## src/rtl/fpa_pkg.sv

```systemverilog
// Shared constants and types for the fixed-point arithmetic unit.
// Holds the operation codes, the fraction width and the divider pipeline sizing.
// No dependencies.
package fpa_pkg;

  // Number of fraction bits in the fixed-point format.
  localparam int FRAC_BITS = 8;

  // Operation codes carried on the kind field.
  localparam logic [3:0] OP_ADD     = 4'd0;
  localparam logic [3:0] OP_SUB     = 4'd1;
  localparam logic [3:0] OP_MUL     = 4'd2;
  localparam logic [3:0] OP_DIV     = 4'd3;
  localparam logic [3:0] OP_INC     = 4'd4;
  localparam logic [3:0] OP_DEC     = 4'd5;
  localparam logic [3:0] OP_CMP     = 4'd6;
  localparam logic [3:0] OP_MIN     = 4'd7;
  localparam logic [3:0] OP_MAX     = 4'd8;
  localparam logic [3:0] OP_INT2FIX = 4'd9;
  localparam logic [3:0] OP_FIX2INT = 4'd10;
  localparam logic [3:0] OP_FLT2FIX = 4'd11;
  localparam logic [3:0] OP_FIX2FLT = 4'd12;

  // Divider sizing: quotient bits resolved per stage and the number of stages.
  localparam int DIV_BPS    = 4;
  localparam int DIV_W      = 32 + FRAC_BITS;
  localparam int DIV_STAGES = (DIV_W + DIV_BPS - 1) / DIV_BPS;
  localparam int DIV_PW     = DIV_STAGES * DIV_BPS;

  // Side stages that follow the four float stages until the divider finishes.
  localparam int SIDE_DLY = DIV_STAGES - 3;

  // Per-item payload that travels beside the divider.
  typedef struct packed {
    logic [3:0]  kind;
    logic [31:0] res;
    logic        lt;
    logic        eq;
    logic        gt;
    logic        err;
    logic        neg;
    logic        dz;
  } side_t;

endpackage

```

## src/rtl/fpa_div.sv

```systemverilog
// Pipelined restoring divider on unsigned magnitudes for the fixed-point unit.
// The dividend is the magnitude shifted left by the fraction width.
// Depends on fpa_pkg.
module fpa_div (
  input  logic        clk,
  input  logic        adv,
  input  logic [31:0] dvd_mag,
  input  logic [31:0] dsr_mag,
  output logic [31:0] quo
);
  import fpa_pkg::*;

  typedef struct packed {
    logic [32:0]       rem;
    logic [DIV_PW-1:0] dvd;
    logic [31:0]       quo;
    logic [31:0]       dsr;
  } div_st_t;

  div_st_t st [DIV_STAGES];
  div_st_t init;

  // The first stage starts from a zero remainder with the scaled dividend.
  always_comb begin
    init.rem = '0;
    init.dvd = DIV_PW'({dvd_mag, {FRAC_BITS{1'b0}}});
    init.quo = '0;
    init.dsr = dsr_mag;
  end

  for (genvar j = 0; j < DIV_STAGES; j++) begin : g_stage
    div_st_t src;
    div_st_t nxt;

    if (j == 0) begin : g_first
      assign src = init;
    end else begin : g_rest
      assign src = st[j-1];
    end

    // Each stage resolves a few quotient bits, one trial subtract per bit.
    always_comb begin
      logic [32:0] r;
      logic        qb;
      nxt = src;
      for (int k = 0; k < DIV_BPS; k++) begin
        r       = {nxt.rem[31:0], nxt.dvd[DIV_PW-1]};
        nxt.dvd = {nxt.dvd[DIV_PW-2:0], 1'b0};
        qb      = (r >= {1'b0, nxt.dsr});
        if (qb) begin
          r = r - {1'b0, nxt.dsr};
        end
        nxt.rem = r;
        nxt.quo = {nxt.quo[30:0], qb};
      end
    end

    always_ff @(posedge clk) begin
      if (adv) begin
        st[j] <= nxt;
      end
    end
  end

  assign quo = st[DIV_STAGES-1].quo;

endmodule

```

## config.mk

```make
export PLATFORM = sky130hd
export DESIGN_NAME = fpa_div
export DESIGN_NICKNAME = d
export VERILOG_FILES = /design/src/rtl/fpa_pkg.sv /design/src/rtl/fpa_div.sv
export SDC_FILE = /design/constraint.sdc
export NUM_CORES = 2
export LEC_CHECK = 0
export BUFFER_PORTS_ARGS = -buffer_cell sky130_fd_sc_hd__clkbuf_2
export CAP_MARGIN = 0
export CORE_MARGIN = 2
export CORE_UTILIZATION = 47
export CTS_BUF_LIST = sky130_fd_sc_hd__clkbuf_16
export CTS_CLUSTER_SIZE = 24
export DETAILED_ROUTE_END_ITERATION = 7
export GPL_TIMING_DRIVEN = 0
export PLACE_DENSITY = 0.62
export SLEW_MARGIN = 40
export SYNTH_ARGS = -nofsm -noshare
export SYNTH_HDL_FRONTEND = slang
export SYNTH_SLANG_ARGS = --single-unit
export TNS_END_PERCENT = 1
```

## constraint.sdc

```tcl
create_clock -name clk -period 13.7 [get_ports clk]
set_clock_uncertainty 0.15 [all_clocks]
set_input_delay 2.74 -clock clk [delete_from_list [all_inputs] [get_ports clk]]
set_output_delay 2.74 -clock clk [all_outputs]
set_load 0.01 [all_outputs]
```

==> flow_metrics.env <==
export IMPL_synth_top_area_share_pct=25.3
export IMPL_groute_usage_overall_pct=29.2
export IMPL_rsz0062_at_grt="yes"
export IMPL_cts_sinks=832
export IMPL_fin_area_mm2=0.110
export IMPL_cts_buffers=100
export IMPL_endpoint_kind="flop"
export IMPL_hold_violations=0
export IMPL_relSlewSlack_pct=35.9
export IMPL_synth_edf_count=832
export IMPL_slowest_stage="or4b_2"
export IMPL_largest_reg_flops=832
export IMPL_cts_buffer_depth=3
export IMPL_nNetsFinal=12913
export IMPL_num_vias=88432
export IMPL_via_per_inst=6.11
export IMPL_ctsHoldBuffers=0
export IMPL_rows=168
export IMPL_die_y_um=462
export IMPL_antenna_found_initial=10
export IMPL_routedWlPerCell_um=22.7
export IMPL_yosys_register_bits=832
export IMPL_tightest_slew_ps=955
export IMPL_cts_htree_levels=3
export IMPL_reg_largest_list="st x832"
export IMPL_dp_hpwl_um=265000
export IMPL_layout_common_cells="1211 x ha_1, 1080 x a21oi_1, 832 x edfxtp_1"
export IMPL_netlist_area_mm2=0.0987
export IMPL_layout_commonest_cell="ha_1"
export IMPL_num_fill_cells=19530
export IMPL_grt_pass1_vias=84181
export IMPL_cts_root_buffer="clkbuf_16"
export IMPL_crit_type="reg2reg"
export IMPL_startpoint_type="flop"
export IMPL_grt_pass1_wl_um=491000
export IMPL_fmax_mhz=75.1
export IMPL_worst_endpoint_arrival_ps=13670
export IMPL_hp_class="reg2reg"
export IMPL_syn_num_nets=12549
export IMPL_drt_first_pass_iters=7
export IMPL_path_max_fanout=10
export IMPL_drv_slew=0
export IMPL_ant_nets=0
export IMPL_syn_avg_cell_area_um2=8.81
export IMPL_overflow=0
export IMPL_status="complete, no violations"
export IMPL_period_minus_slack_ps=13320
export IMPL_setup_viol_count_final=0
export IMPL_num_io_pins=98
export IMPL_drc=0
export IMPL_clk_latency_ps=780
export IMPL_required_ps=14040
export IMPL_crit_family="compound AO/OA/AOI/OAI gates"
export IMPL_cap_violations=0
export IMPL_yosysWarnings=0
export IMPL_place_area_mm2=0.103
export IMPL_ys_top_cells_by_area="edfxtp_1 25%, ha_1 16%, mux2_2 7.3%"
export IMPL_cts_tree="built"
export IMPL_slowest_delay_ps=610
export IMPL_die_area_mm2=0.214
export IMPL_die_w_um=462
export IMPL_syn_inst=11206
export IMPL_grt_max_degree=80
export IMPL_routed_wl_um=329000
export IMPL_placeableCoreArea_mm2=0.209
export IMPL_worst_path_buf_inv=6
export IMPL_timing_final_crit_share_pct=97.3
export IMPL_area_delta_synth_final_pct=11.6
export IMPL_clkTransAtPathRegs_ps=70
export IMPL_drtIter0Drc=7765
export IMPL_seq_area_frac_synth_pct=25.3
export IMPL_synth_cell_type_count=104
export IMPL_synth_largest_area_cell="edfxtp_1"
export IMPL_drive_gt1_share_pct=14.3
export IMPL_setup_tns_ps=0
export IMPL_port_buffers=97
export IMPL_gp_congestion=0.963
export IMPL_regMostFlops="st"
export IMPL_ys_async_sr_fraction_pct=0
export IMPL_cp_common_cell="a21oi_1"
export IMPL_start_util_pct=47.2
export IMPL_ys_flop_type="edfxtp_1"
==> per-stage QoR <==
stage | hold WS, ps | worst slack [ps] | std cells | utilization (%)
detailed placement | 255 | -4280 | 14121 | 49.3
global route | 201 | -103 | 14462 | 52.7
global placement | 250 | -4980 | 14108 | 49.1
floorplan | 250 | 69.3 | 11206 | -
CTS | 197 | -7.61 | 14379 | 51.9
finish | 212 | 376 | 14465 | 52.7
==> cells in the mapped netlist, types with 158 or more instances <==
cell      instances
inv_1           724
xnor2_1         681
a21o_1          553
ha_1           1244
nand3_1         236
nand4_1         172
nor2b_1         169
nor3_1          182
nor2_1          726
o21bai_1        158
o21a_1          179
mux2_2          641
o21ai_0         683
xor2_1          312
nand2_1         673
nand2b_1        177
edfxtp_1        832
a21oi_1        1131
==> per-layer routing <==
| layer | track usage [%] | share of wire, % |
|---|---|---|
| met5 | 0 | 0 |
| met2 | 48.5 | 46 |
| met3 | 2.80 | 5.4 |
| met1 | 38.7 | 44 |
| met4 | 12.4 | 4.4 |
==> repair_timing <==
action | 4_1_cts | 5_1_grt
pin swaps | 34 | 75
hold endpoints to repair | 0 | 0
setup buffers | 75 | 92
gates cloned | 0 | 0
setup endpoints to repair | 296 | 296
gates resized for setup | 385 | 319
==> final timing paths <==
check,start,to,slack [ps],cells after the start
worst max-delay path,st[2][4],st[3][125],380,48
worst min-delay path,st[1][80],st[2][84],210,0
worst max register to register,st[2][4],st[3][125],380,48
worst min register to register,st[1][80],st[2][84],210,0
==> worst register-to-register path: cells and delay by family, from the launching register on <==
family	cells	cell delay (ps)
AOI/OAI and AO/OA	26	5820
xor gates and xnor gates	1	190
adders and majority gates	4	1590
and+or+nand+nor	8	2330
muxes	3	1250
buffers and inverters	6	1310
DFF	1	400
==> final cells by class <==
type	count	area, um^2	share of cell area [%]
diodes	4	10.0	0.00908
inverters	734	2850	2.58
well taps	2805	3510	3.18
clock inverters	88	973	0.883
plain buffers	213	1380	1.25
clock buffers	100	2500	2.27
flip-flops and latches	832	25000	22.7
multi-input cells	9412	71800	65.2
repair buffers	277	2170	1.97
==> cells by family after synthesis <==
family	after synthesis	synth area share, %
fa+ha+maj	1277	16.4
xor+xnor	993	8.81
mux	759	8.55
flops	832	25.3
simple gates	2785	13.8
buf+inv	962	3.74
compound gates	3598	23.3
Power is left out: the tool's default activity adds up to more than one toggle a clock period on the data nets, which glitch-free logic cannot reach.
